==> config.mk <==
export PLATFORM = sky130hd
export DESIGN_NAME = load_cell_adc_serial_reader_unit
export DESIGN_NICKNAME = d
export VERILOG_FILES = /design/src/lcr_pkg.sv /design/src/load_cell_adc_serial_reader_unit.sv /design/src/lcr_fsm.sv /design/src/lcr_scale.sv
export SDC_FILE = /design/constraint.sdc
export NUM_CORES = 2
export LEC_CHECK = 0
export BUFFER_PORTS_ARGS = -buffer_cell sky130_fd_sc_hd__clkbuf_2
export CORE_AREA = 2 2 350 352
export DETAILED_ROUTE_END_ITERATION = 10
export DIE_AREA = 0 0 352 354
export PLACE_DENSITY = 0.48
export SETUP_SLACK_MARGIN = 0.4
export SYNTH_ARGS = -nofsm -noshare
export SYNTH_HDL_FRONTEND = slang
export SYNTH_HIERARCHICAL = 1
export SYNTH_SLANG_ARGS = --single-unit
==> constraint.sdc <==
create_clock -name clock -period 9.4 [get_ports clock]
set_input_delay 0.47 -clock clock [delete_from_list [all_inputs] [get_ports clock]]
set_output_delay 0.47 -clock clock [all_outputs]
set_load 0.05 [all_outputs]
==> src/lcr_pkg.sv <==
// ----------------------------------------------------------------------------
// lcr_pkg: shared types and constants for the load cell serial reader
// Register map, reset values, saturation limits and the per-tick flag bundle.
// ----------------------------------------------------------------------------
`default_nettype none

package lcr_pkg;

   // Configuration register map
   localparam int CSR_ADDR_WIDTH = 4;
   localparam int CSR_DATA_WIDTH = 32;

   localparam logic [1:0] REG_TARE_DEPOSIT  = 2'd0;
   localparam logic [1:0] REG_TARE_REWARD   = 2'd1;
   localparam logic [1:0] REG_INVERSE_SCALE = 2'd2;
   localparam logic [1:0] REG_TIMEOUT_TICKS = 2'd3;

   // Field widths fixed by the interface
   localparam int TARE_WIDTH    = 24;
   localparam int SCALE_WIDTH   = 32;
   localparam int TIMEOUT_WIDTH = 24;
   localparam int RAW_WIDTH     = 24;
   localparam int SCALED_WIDTH  = 32;
   localparam int SCALE_FRAC    = 16;

   // Register reset values
   localparam logic [TARE_WIDTH-1:0]    TARE_RESET    = '0;
   localparam logic [SCALE_WIDTH-1:0]   SCALE_RESET   = 32'd65536;
   localparam logic [TIMEOUT_WIDTH-1:0] TIMEOUT_RESET = 24'd200000;

   // Signed 32-bit saturation limits
   localparam logic [SCALED_WIDTH-1:0] SAT_MAX = 32'h7FFF_FFFF;
   localparam logic [SCALED_WIDTH-1:0] SAT_MIN = 32'h8000_0000;

   // Control flags produced by the sequencer for one tick
   typedef struct packed {
      logic sck;
      logic busy;
      logic done;
      logic tmo;
   } flags_type;

endpackage

`default_nettype wire

==> src/load_cell_adc_serial_reader_unit.sv <==
// Each request passes the sequencer, multiply and saturate stages in order.
// Throughput: one request per cycle unless the response side stalls; the
// multiply and saturate steps follow the tick sequencer as two more stages.
// Reset (synchronous, active high) returns the sequencer to idle, empties the
// pipeline and loads the register reset values.
// ----------------------------------------------------------------------------
// load_cell_adc_serial_reader_unit: serial reader for a 24-bit bridge converter
// Each request is one half-period tick of the converter's serial clock. The
// unit waits for data ready, clocks out the conversion MSB first, adds the
// gain-128 pulse, and reports raw and scaled (tare-corrected) readings.
// ----------------------------------------------------------------------------
`default_nettype none

module load_cell_adc_serial_reader_unit #(
   parameter int DATA_BITS = 24
) (
   input  wire                                     clock,
   input  wire                                     reset,

   // Tick requests
   input  wire                                     req_valid,
   output logic                                    req_ready,
   input  wire                                     req_type,
   input  wire                                     req_sensor_select,
   input  wire                                     req_data_level,

   // Tick responses
   output logic                                    rsp_valid,
   input  wire                                     rsp_ready,
   output logic                                    rsp_serial_clock,
   output logic                                    rsp_busy_res,
   output logic                                    rsp_done_res,
   output logic                                    rsp_timed_out,
   output logic signed [lcr_pkg::RAW_WIDTH-1:0]     rsp_raw_value,
   output logic signed [lcr_pkg::SCALED_WIDTH-1:0]  rsp_scaled_value,

   // Configuration port
   input  wire                                     csr_psel,
   input  wire                                     csr_penable,
   input  wire                                     csr_pwrite,
   input  wire         [lcr_pkg::CSR_ADDR_WIDTH-1:0] csr_paddr,
   input  wire         [lcr_pkg::CSR_DATA_WIDTH-1:0] csr_pwdata,
   output logic        [lcr_pkg::CSR_DATA_WIDTH-1:0] csr_prdata,
   output logic                                    csr_pready
);

   // Difference of raw word and tare needs one bit beyond the wider of the two
   localparam int RW         = (DATA_BITS > lcr_pkg::RAW_WIDTH) ? DATA_BITS
                                                                 : lcr_pkg::RAW_WIDTH;
   localparam int DIFF_WIDTH = RW + 1;

   // ------------------------------------------------------------------
   // Configuration registers
   // ------------------------------------------------------------------
   logic signed [lcr_pkg::TARE_WIDTH-1:0]    tare_deposit_ff;
   logic signed [lcr_pkg::TARE_WIDTH-1:0]    tare_reward_ff;
   logic        [lcr_pkg::SCALE_WIDTH-1:0]   inverse_scale_ff;
   logic        [lcr_pkg::TIMEOUT_WIDTH-1:0] timeout_ticks_ff;

   logic [1:0] csr_index;
   logic       csr_write;

   assign csr_index  = csr_paddr[3:2];
   assign csr_write  = csr_psel && csr_penable && csr_pwrite && csr_pready;
   assign csr_pready = 1'b1;

   // Write on the access phase; unused upper data bits drop
   always_ff @(posedge clock) begin
      if (reset) begin
         tare_deposit_ff  <= lcr_pkg::TARE_RESET;
         tare_reward_ff   <= lcr_pkg::TARE_RESET;
         inverse_scale_ff <= lcr_pkg::SCALE_RESET;
         timeout_ticks_ff <= lcr_pkg::TIMEOUT_RESET;
      end else if (csr_write) begin
         case (csr_index)
            lcr_pkg::REG_TARE_DEPOSIT:  tare_deposit_ff  <= csr_pwdata[lcr_pkg::TARE_WIDTH-1:0];
            lcr_pkg::REG_TARE_REWARD:   tare_reward_ff   <= csr_pwdata[lcr_pkg::TARE_WIDTH-1:0];
            lcr_pkg::REG_INVERSE_SCALE: inverse_scale_ff <= csr_pwdata;
            lcr_pkg::REG_TIMEOUT_TICKS:
               timeout_ticks_ff <= csr_pwdata[lcr_pkg::TIMEOUT_WIDTH-1:0];
            default: ;
         endcase
      end
   end

   // Read back the stored value, zero-extended to the bus
   always_comb begin
      case (csr_index)
         lcr_pkg::REG_TARE_DEPOSIT:  csr_prdata = 32'(unsigned'(tare_deposit_ff));
         lcr_pkg::REG_TARE_REWARD:   csr_prdata = 32'(unsigned'(tare_reward_ff));
         lcr_pkg::REG_INVERSE_SCALE: csr_prdata = inverse_scale_ff;
         lcr_pkg::REG_TIMEOUT_TICKS: csr_prdata = 32'(timeout_ticks_ff);
         default:                    csr_prdata = '0;
      endcase
   end

   // ------------------------------------------------------------------
   // Stage 1: tick sequencer, registers flags, raw word and difference
   // ------------------------------------------------------------------
   logic                                   a_valid;
   logic                                   a_ready;
   lcr_pkg::flags_type                     a_flags;
   logic signed [lcr_pkg::RAW_WIDTH-1:0]   a_raw;
   logic signed [DIFF_WIDTH-1:0]           a_diff;

   lcr_fsm #(
      .DATA_BITS  (DATA_BITS),
      .DIFF_WIDTH (DIFF_WIDTH)
   ) u_fsm (
      .clock             (clock),
      .reset             (reset),
      .req_valid         (req_valid),
      .req_ready         (req_ready),
      .req_type          (req_type),
      .req_sensor_select (req_sensor_select),
      .req_data_level    (req_data_level),
      .tare_deposit      (tare_deposit_ff),
      .tare_reward       (tare_reward_ff),
      .timeout_ticks     (timeout_ticks_ff),
      .down_ready        (a_ready),
      .a_valid           (a_valid),
      .a_flags           (a_flags),
      .a_raw             (a_raw),
      .a_diff            (a_diff)
   );

   // ------------------------------------------------------------------
   // Stages 2 and 3: multiply, then floor and saturate into the response
   // register; each stage holds while the next is full and stalled
   // ------------------------------------------------------------------
   lcr_pkg::flags_type rsp_flags;

   lcr_scale #(
      .DIFF_WIDTH (DIFF_WIDTH)
   ) u_scale (
      .clock         (clock),
      .reset         (reset),
      .a_valid       (a_valid),
      .a_ready       (a_ready),
      .a_flags       (a_flags),
      .a_raw         (a_raw),
      .a_diff        (a_diff),
      .inverse_scale (inverse_scale_ff),
      .rsp_valid     (rsp_valid),
      .rsp_ready     (rsp_ready),
      .rsp_flags     (rsp_flags),
      .rsp_raw       (rsp_raw_value),
      .rsp_scaled    (rsp_scaled_value)
   );

   assign rsp_serial_clock = rsp_flags.sck;
   assign rsp_busy_res     = rsp_flags.busy;
   assign rsp_done_res     = rsp_flags.done;
   assign rsp_timed_out    = rsp_flags.tmo;

endmodule

`default_nettype wire

==> src/lcr_fsm.sv <==
// ----------------------------------------------------------------------------
// lcr_fsm: tick sequencer
// Runs the wait / clock-out / gain-pulse sequence, one tick per request, and
// registers flags, raw word and tare-corrected difference for the scaler.
// ----------------------------------------------------------------------------
`default_nettype none

module lcr_fsm #(
   parameter int DATA_BITS  = 24,
   parameter int DIFF_WIDTH = 25
) (
   input  wire                                     clock,
   input  wire                                     reset,
   input  wire                                     req_valid,
   output logic                                    req_ready,
   input  wire                                     req_type,
   input  wire                                     req_sensor_select,
   input  wire                                     req_data_level,
   input  wire  signed [lcr_pkg::TARE_WIDTH-1:0]    tare_deposit,
   input  wire  signed [lcr_pkg::TARE_WIDTH-1:0]    tare_reward,
   input  wire         [lcr_pkg::TIMEOUT_WIDTH-1:0] timeout_ticks,
   input  wire                                     down_ready,
   output logic                                    a_valid,
   output lcr_pkg::flags_type                      a_flags,
   output logic signed [lcr_pkg::RAW_WIDTH-1:0]     a_raw,
   output logic signed [DIFF_WIDTH-1:0]            a_diff
);

   localparam int RW  = (DATA_BITS > lcr_pkg::RAW_WIDTH) ? DATA_BITS : lcr_pkg::RAW_WIDTH;
   localparam int PCW = $clog2(DATA_BITS + 1);

   typedef enum logic [2:0] {
      PH_IDLE = 3'd0,
      PH_WAIT = 3'd1,
      PH_HIGH = 3'd2,
      PH_LOW  = 3'd3,
      PH_GAIN = 3'd4
   } phase_type;

   phase_type                          phase_ff,  phase_in;
   logic [PCW-1:0]                     count_ff,  count_in;
   logic [DATA_BITS-1:0]               shift_ff,  shift_in;
   logic [lcr_pkg::TIMEOUT_WIDTH-1:0]  wait_ff,   wait_in;
   logic                               sensor_ff, sensor_in;

   logic                               a_valid_ff;
   lcr_pkg::flags_type                 flags_ff,  flags_in;
   logic signed [lcr_pkg::RAW_WIDTH-1:0] raw_ff;
   logic signed [DIFF_WIDTH-1:0]       diff_ff,   diff_in;

   logic                               a_ready;
   logic                               accept;
   logic signed [RW-1:0]               raw_in;
   logic signed [lcr_pkg::TARE_WIDTH-1:0] tare_sel;

   assign a_ready   = !a_valid_ff || down_ready;
   assign req_ready = a_ready;
   assign accept    = req_valid && a_ready;

   always_comb begin
      phase_in  = phase_ff;
      count_in  = count_ff;
      shift_in  = shift_ff;
      wait_in   = wait_ff;
      sensor_in = sensor_ff;
      flags_in  = '0;
      raw_in    = '0;
      case (phase_ff)
         PH_WAIT: begin
            if (!req_data_level) begin
               phase_in     = PH_HIGH;
               flags_in.sck = 1'b1;
            end else if (wait_ff >= timeout_ticks) begin
               phase_in      = PH_IDLE;
               flags_in.done = 1'b1;
               flags_in.tmo  = 1'b1;
            end else begin
               wait_in = wait_ff + 1'b1;
            end
         end
         PH_HIGH: begin
            shift_in = {shift_ff[DATA_BITS-2:0], req_data_level};
            count_in = count_ff + 1'b1;
            phase_in = PH_LOW;
         end
         PH_LOW: begin
            flags_in.sck = 1'b1;
            phase_in     = (count_ff < PCW'(DATA_BITS)) ? PH_HIGH : PH_GAIN;
         end
         PH_GAIN: begin
            phase_in      = PH_IDLE;
            flags_in.done = 1'b1;
            raw_in        = RW'($signed(shift_ff));
         end
         default: begin
            phase_in = PH_IDLE;
            if (req_type) begin
               sensor_in = req_sensor_select;
               count_in  = '0;
               shift_in  = '0;
               wait_in   = '0;
               phase_in  = PH_WAIT;
            end
         end
      endcase
      flags_in.busy = (phase_in != PH_IDLE);
   end

   assign tare_sel = sensor_ff ? tare_reward : tare_deposit;
   assign diff_in  = flags_in.done ? (DIFF_WIDTH'(raw_in) - DIFF_WIDTH'(tare_sel)) : '0;

   always_ff @(posedge clock) begin
      if (reset) begin
         phase_ff   <= PH_IDLE;
         count_ff   <= '0;
         shift_ff   <= '0;
         wait_ff    <= '0;
         sensor_ff  <= 1'b0;
         a_valid_ff <= 1'b0;
         flags_ff   <= '0;
      end else begin
         if (accept) begin
            phase_ff  <= phase_in;
            count_ff  <= count_in;
            shift_ff  <= shift_in;
            wait_ff   <= wait_in;
            sensor_ff <= sensor_in;
         end
         if (a_ready) begin
            a_valid_ff <= req_valid;
            flags_ff   <= flags_in;
            raw_ff     <= raw_in[lcr_pkg::RAW_WIDTH-1:0];
            diff_ff    <= diff_in;
         end
      end
   end

   assign a_valid = a_valid_ff;
   assign a_flags = flags_ff;
   assign a_raw   = raw_ff;
   assign a_diff  = diff_ff;

endmodule

`default_nettype wire

==> src/lcr_scale.sv <==
// ----------------------------------------------------------------------------
// lcr_scale: fixed-point scaler and response register
// Multiplies the tare-corrected difference by the Q16.16 reciprocal scale,
// floors by 2^16 and saturates to 32 bits.
// ----------------------------------------------------------------------------
`default_nettype none

module lcr_scale #(
   parameter int DIFF_WIDTH = 25
) (
   input  wire                                     clock,
   input  wire                                     reset,
   input  wire                                     a_valid,
   output logic                                    a_ready,
   input  lcr_pkg::flags_type                      a_flags,
   input  wire  signed [lcr_pkg::RAW_WIDTH-1:0]     a_raw,
   input  wire  signed [DIFF_WIDTH-1:0]            a_diff,
   input  wire         [lcr_pkg::SCALE_WIDTH-1:0]   inverse_scale,
   output logic                                    rsp_valid,
   input  wire                                     rsp_ready,
   output lcr_pkg::flags_type                      rsp_flags,
   output logic signed [lcr_pkg::RAW_WIDTH-1:0]     rsp_raw,
   output logic signed [lcr_pkg::SCALED_WIDTH-1:0]  rsp_scaled
);

   localparam int PW = DIFF_WIDTH + lcr_pkg::SCALE_WIDTH + 1;
   localparam int SW = PW - lcr_pkg::SCALE_FRAC;

   logic                                   b_valid_ff;
   lcr_pkg::flags_type                     b_flags_ff;
   logic signed [lcr_pkg::RAW_WIDTH-1:0]   b_raw_ff;
   logic signed [PW-1:0]                   prod_ff, prod_in;

   logic                                   o_valid_ff;
   lcr_pkg::flags_type                     o_flags_ff;
   logic signed [lcr_pkg::RAW_WIDTH-1:0]   o_raw_ff;
   logic signed [lcr_pkg::SCALED_WIDTH-1:0] o_scaled_ff, o_scaled_in;

   logic                                   b_ready;
   logic                                   o_ready;
   logic signed [SW-1:0]                   floored;
   logic [SW-lcr_pkg::SCALED_WIDTH:0]      upper;
   logic                                   fits;

   assign o_ready = !o_valid_ff || rsp_ready;
   assign b_ready = !b_valid_ff || o_ready;
   assign a_ready = b_ready;

   assign prod_in = PW'(a_diff) * PW'($signed({1'b0, inverse_scale}));

   // Upper bits of the product are the floor of product / 2^16
   assign floored = prod_ff[PW-1:lcr_pkg::SCALE_FRAC];
   assign upper   = floored[SW-1:lcr_pkg::SCALED_WIDTH-1];
   assign fits    = (&upper) || !(|upper);
   assign o_scaled_in = fits ? floored[lcr_pkg::SCALED_WIDTH-1:0]
                           : (floored[SW-1] ? lcr_pkg::SAT_MIN : lcr_pkg::SAT_MAX);

   always_ff @(posedge clock) begin
      if (reset) begin
         b_valid_ff <= 1'b0;
         o_valid_ff <= 1'b0;
         b_flags_ff <= '0;
         o_flags_ff <= '0;
      end else begin
         if (b_ready) begin
            b_valid_ff <= a_valid;
            b_flags_ff <= a_flags;
            b_raw_ff   <= a_raw;
            prod_ff    <= prod_in;
         end
         if (o_ready) begin
            o_valid_ff  <= b_valid_ff;
            o_flags_ff  <= b_flags_ff;
            o_raw_ff    <= b_raw_ff;
            o_scaled_ff <= o_scaled_in;
         end
      end
   end

   assign rsp_valid  = o_valid_ff;
   assign rsp_flags  = o_flags_ff;
   assign rsp_raw    = o_raw_ff;
   assign rsp_scaled = o_scaled_ff;

endmodule

`default_nettype wire

==> results.md <==
- The maximum number of pins on one net before global-route repair is 83.
- The sequential cell area in the final layout is 8670 um^2.
- The number of standard cells after synthesis is 4369.
- The clock sink count is 347.
- The number of cells in the design after placement is 5959.
- For this design the ratio of total power to cell area is 92.8 nW/um^2.
- The sort of element at the end of the critical path is a flop.
- From synthesis to final layout, the design area changed by 8.97%.
- Dividing the detail-routed via count by the number of cells gives 4.91.
- For this run the aggregate overflow at the end of global routing stands at 0.
- The final weighted congestion in routability-driven placement is 0.854.
- The HPWL after detailed placement is 94600 um.
- Each instance of the synthesized netlist takes up on average 9.62 um^2.
- The count of max-cap constraint violations is 0.
- The count of routing violations after the opening detailed-route iteration is 1844.
- In this design, the stage delay of the slowest critical-path cell is 1.03 ns.
- After detailed routing, the average wire length per cell comes to 20.3 um.
- From left edge to right edge, the die measures 352 um.
- IR analysis of the VDD net gives a maximum drop of 0.126 mV.
- The placeable core region is 121000 um^2.
- Clock tree synthesis inserted a total of 43 buffers.
- For flop-to-flop paths, the worst setup slack is 1.19 ns.
- The starting density of the core is 34.8%.
- The number of gates resized after CTS is 0.
- The part of the Yosys area used for sequential elements is 20.6%.
- The overall die height is 354 um.
- In this run the tightest slew margin relative to its limit is 22.0%.
- The layout has 12.2k filler cells.
- Measured on the finished design, the core utilization comes to 37.9%.
- The post-route clock skew is 0.0364 ns.
- The number of flip-flops and latches in the synthesized netlist is 347.
- The worst register-to-register path begins at u_fsm/a_diff[1].
- TritonCTS built the clock tree.
- The port buffer count is 137.
- The final count of hold timing violations is 0.
- Derived from the worst setup path, the maximum achievable clock frequency is 122 MHz.
- At the pin with the least slew margin, the transition time is 1.17 ns.
- The number of different library cells used by synthesis comes to 84.
- The total count of max-transition violations in the final report is 0.
- The area used by multi-input combinational logic is 29600 um^2.
- In this run the static leakage power is 0.0216 uW.
- The endpoint required time on the critical path is 9.78 ns.
- The root buffer cell is sky130_fd_sc_hd__clkbuf_16.
- The flow ran to the end, and the final reports show no timing, DRC or antenna violations.
- The global-route wire length before repair is 191000 um.
- The most common cell in the netlist is sky130_fd_sc_hd__inv_1.
- The area fraction of the dominant cell type after synthesis is 32.7%.
- The post-route clock period utilization is 87.4%.
- The number of buffers on the longest clock path is 3.
- The clock latency on the worst-skew pair is 0.63 ns.
- The final routed DRC violation total is 0.
- The floorplan row count is 128.
- The setup TNS after final layout is 0 ns.
- The endpoint of the lowest-slack register-to-register path is u_scale/prod_ff[50].
- The final cell area excluding filler cells is 45800 um^2.
- The kind of critical path is flop to flop.
- The largest fanout of any net on the critical path is 17.
- For the worst flop-to-flop path, the logic depth is 23.
- In this run the number of H-tree levels came out at 2.
- The share of flip-flops with an asynchronous set or reset after synthesis is 0%.
- Setup violations remaining at the end of the flow were counted as 0.
- By count the netlist is led by 762 x sky130_fd_sc_hd__inv_1, 687 x sky130_fd_sc_hd__fa_1, 544 x sky130_fd_sc_hd__nand2_1.
- In the post-synthesis netlist, the biggest area contributors are sky130_fd_sc_hd__fa_1 33%, sky130_fd_sc_hd__edfxtp_1 12%, sky130_fd_sc_hd__dfxtp_1 8.4%.
- The number of nets with antenna violations after detailed routing is 0.
- At the worst endpoint, the arrival time is 8.59 ns.
- Setup repair after global routing left no endpoint under its margin.
- The number of buffers inserted by hold repair at cts is 0.
- The cell type with the highest occurrence count on the critical path is sky130_fd_sc_hd__fa_1.
- The number of antenna violations at the first check in global routing is 4.
- Yosys mapped a number of flops with a built-in enable equal to 171.
- Global routing consumed, over all layers together, 19.9% of the routing resources.
- The final period demand of the worst path is 8.21 ns.
- The filler-free cell count of the finished design is 6041.
- Tracing the worst setup path back leads to its startpoint at u_fsm/a_diff[1].
- Following the worst setup path forward leads to its endpoint at u_scale/prod_ff[50].
- The number of nets in the layout is 5385.
- The full die area is 125000 um^2.
- The number of nets in the synthesized netlist is 5375.
- After clock tree synthesis, the setup repair step added 0 buffers.
- The post-route netlist has 8.20% of its cells at a drive strength greater than 1.
- The CTS clock-pin slew for the worst setup and hold paths is 0.06 ns.
- The final layout contains routed wiring with a total length of 123000 um.
- The most frequently used flop master after synthesis is sky130_fd_sc_hd__dfxtp_1.
- The I/O pin count is 141.
- Across all layers, the routed design uses 29.7k vias.
- The number of iterations in the first detailed-routing pass is 5.
- In this run the cell area measured after placement is 44400 um^2.
- The mapped netlist covers 42000 um^2.
- STA classifies the critical path startpoint as a flop.
- The critical path goes through buf_4 > and2_1 > fa_1 > fa_1 > inv_1 > fa_1 > fa_1 > inv_1 > fa_1 > fa_1 > inv_1 > fa_1 > inv_1 > ha_1 > a21oi_1 > o21ai_0 > a2111oi_2 > a211oi_1 > a31oi_2 > o21ai_2 > a211oi_4 > o31ai_2 > xor2_1.
- The worst min-delay path category is input pin to flop.
- Yosys printed 6 warnings.
- The cell taking the most area after synthesis is sky130_fd_sc_hd__fa_1.
- The via count of the first global-routing pass is 31.4k.
- The slowest cell on the critical path is sky130_fd_sc_hd__edfxtp_1.
[metal layers]
| metal | global-route usage, % | wire length [um] | vias up |
|---|---|---|---|
| li1 | - | - | 13697 |
| met1 | 28.2 | 57400 | 15122 |
| met2 | 32.7 | 57100 | 723 |
| met3 | 2.55 | 5780 | 114 |
| met4 | 3.84 | 2430 | 0 |
| met5 | 0 | 0 | - |
[logic make-up after synthesis]
logic type,share of synthesized area [%]
buffers and inverters,9.24
AOI/OAI and AO/OA,6.24
muxes,4.29
adders and majority gates,40.8
xor gates and xnor gates,1.17
and+or+nand+nor,17.6
DFF,20.6
other,0.00892
[cell type report]
type / count / share of cell area (%)
sequential: 347 / 18.9
inverter: 763 / 6.25
clock inverter: 29 / 0.628
antenna: 2 / 0.0109
clock buffer: 51 / 2.50
tap: 1625 / 4.44
timing repair buffer: 212 / 2.73
multi-input combinational: 3012 / 64.5
[critical path: cells and delay by family, from the launching register on]
kind | cells | cell delay (ns)
xor gates and xnor gates | 1 | 0.10
adders and majority gates | 8 | 3.97
buffers and inverters | 5 | 0.59
AOI/OAI and AO/OA | 8 | 2.07
DFF | 1 | 1.03
and+or+nand+nor | 1 | 0.19
[state kept, by name, indices dropped and copies added, names as in the netlist]
register and count:
u_scale/b_valid_ff 1, u_fsm/a_flags 4, u_scale/b_raw_ff 24, u_fsm/phase_ff 3, u_scale/prod_ff 42, tare_reward_ff 24, u_scale/rsp_scaled 32, u_scale/rsp_valid 1
u_fsm/a_diff 25, u_fsm/a_raw 24, inverse_scale_ff 32, u_fsm/count_ff 5, u_scale/rsp_flags 4, u_fsm/shift_ff 24, u_fsm/wait_ff 24, timeout_ticks_ff 24
u_scale/rsp_raw 24, u_fsm/sensor_ff 1, u_scale/b_flags_ff 4, tare_deposit_ff 24, u_fsm/a_valid 1
[how the worst min path moves through the flow]
stage          slack [ns]            startpoint                   end  cells past startpoint
2_1_floorplan        0.40        u_fsm/a_raw[0]   u_scale/b_raw_ff[0]                      0
3_5_place_dp         0.40  u_scale/b_raw_ff[17]   u_scale/rsp_raw[17]                      0
4_1_cts              0.02        csr_pwdata[26]  inverse_scale_ff[26]                      3
5_1_grt              0.05        csr_pwdata[27]  inverse_scale_ff[27]                      3
3_3_place_gp         0.40       u_fsm/a_raw[19]  u_scale/b_raw_ff[19]                      0
6_report             0.07        csr_pwdata[26]  inverse_scale_ff[26]                      3
[stage by stage]
| step | total power [uW] | hold WS (ns) | worst slack [ns] |
|---|---|---|---|
| floorplan | 2310 | 0.400 | 2.71 |
| global placement | 2580 | 0.404 | 1.23 |
| detailed placement | 2570 | 0.405 | 1.24 |
| CTS | 4320 | 0.0189 | 1.24 |
| global route | 4470 | 0.0490 | 0.884 |
| finish | 4250 | 0.0694 | 1.19 |
[placed cells by master (no fill, tap or decap), drive strengths merged, types with 136 or more instances in the layout]
| cell | count |
|---|---|
| nand2 | 545 |
| edfxtp | 171 |
| fa | 687 |
| dfxtp | 176 |
| inv | 766 |
| clkbuf | 187 |
| and2 | 429 |
| a21oi | 141 |
| nand2b | 136 |
| ha | 273 |
[power by group]
part           internal (uW)  switching [uW]  total (uW)  leakage, uW
Clock                    989             719        1710     0.000699
Combinational            286             534         820       0.0178
Sequential              1660            58.6        1720      0.00314
Total                   2940            1310        4250       0.0216
No activity file was read; power rests on OpenSTA's default activity.
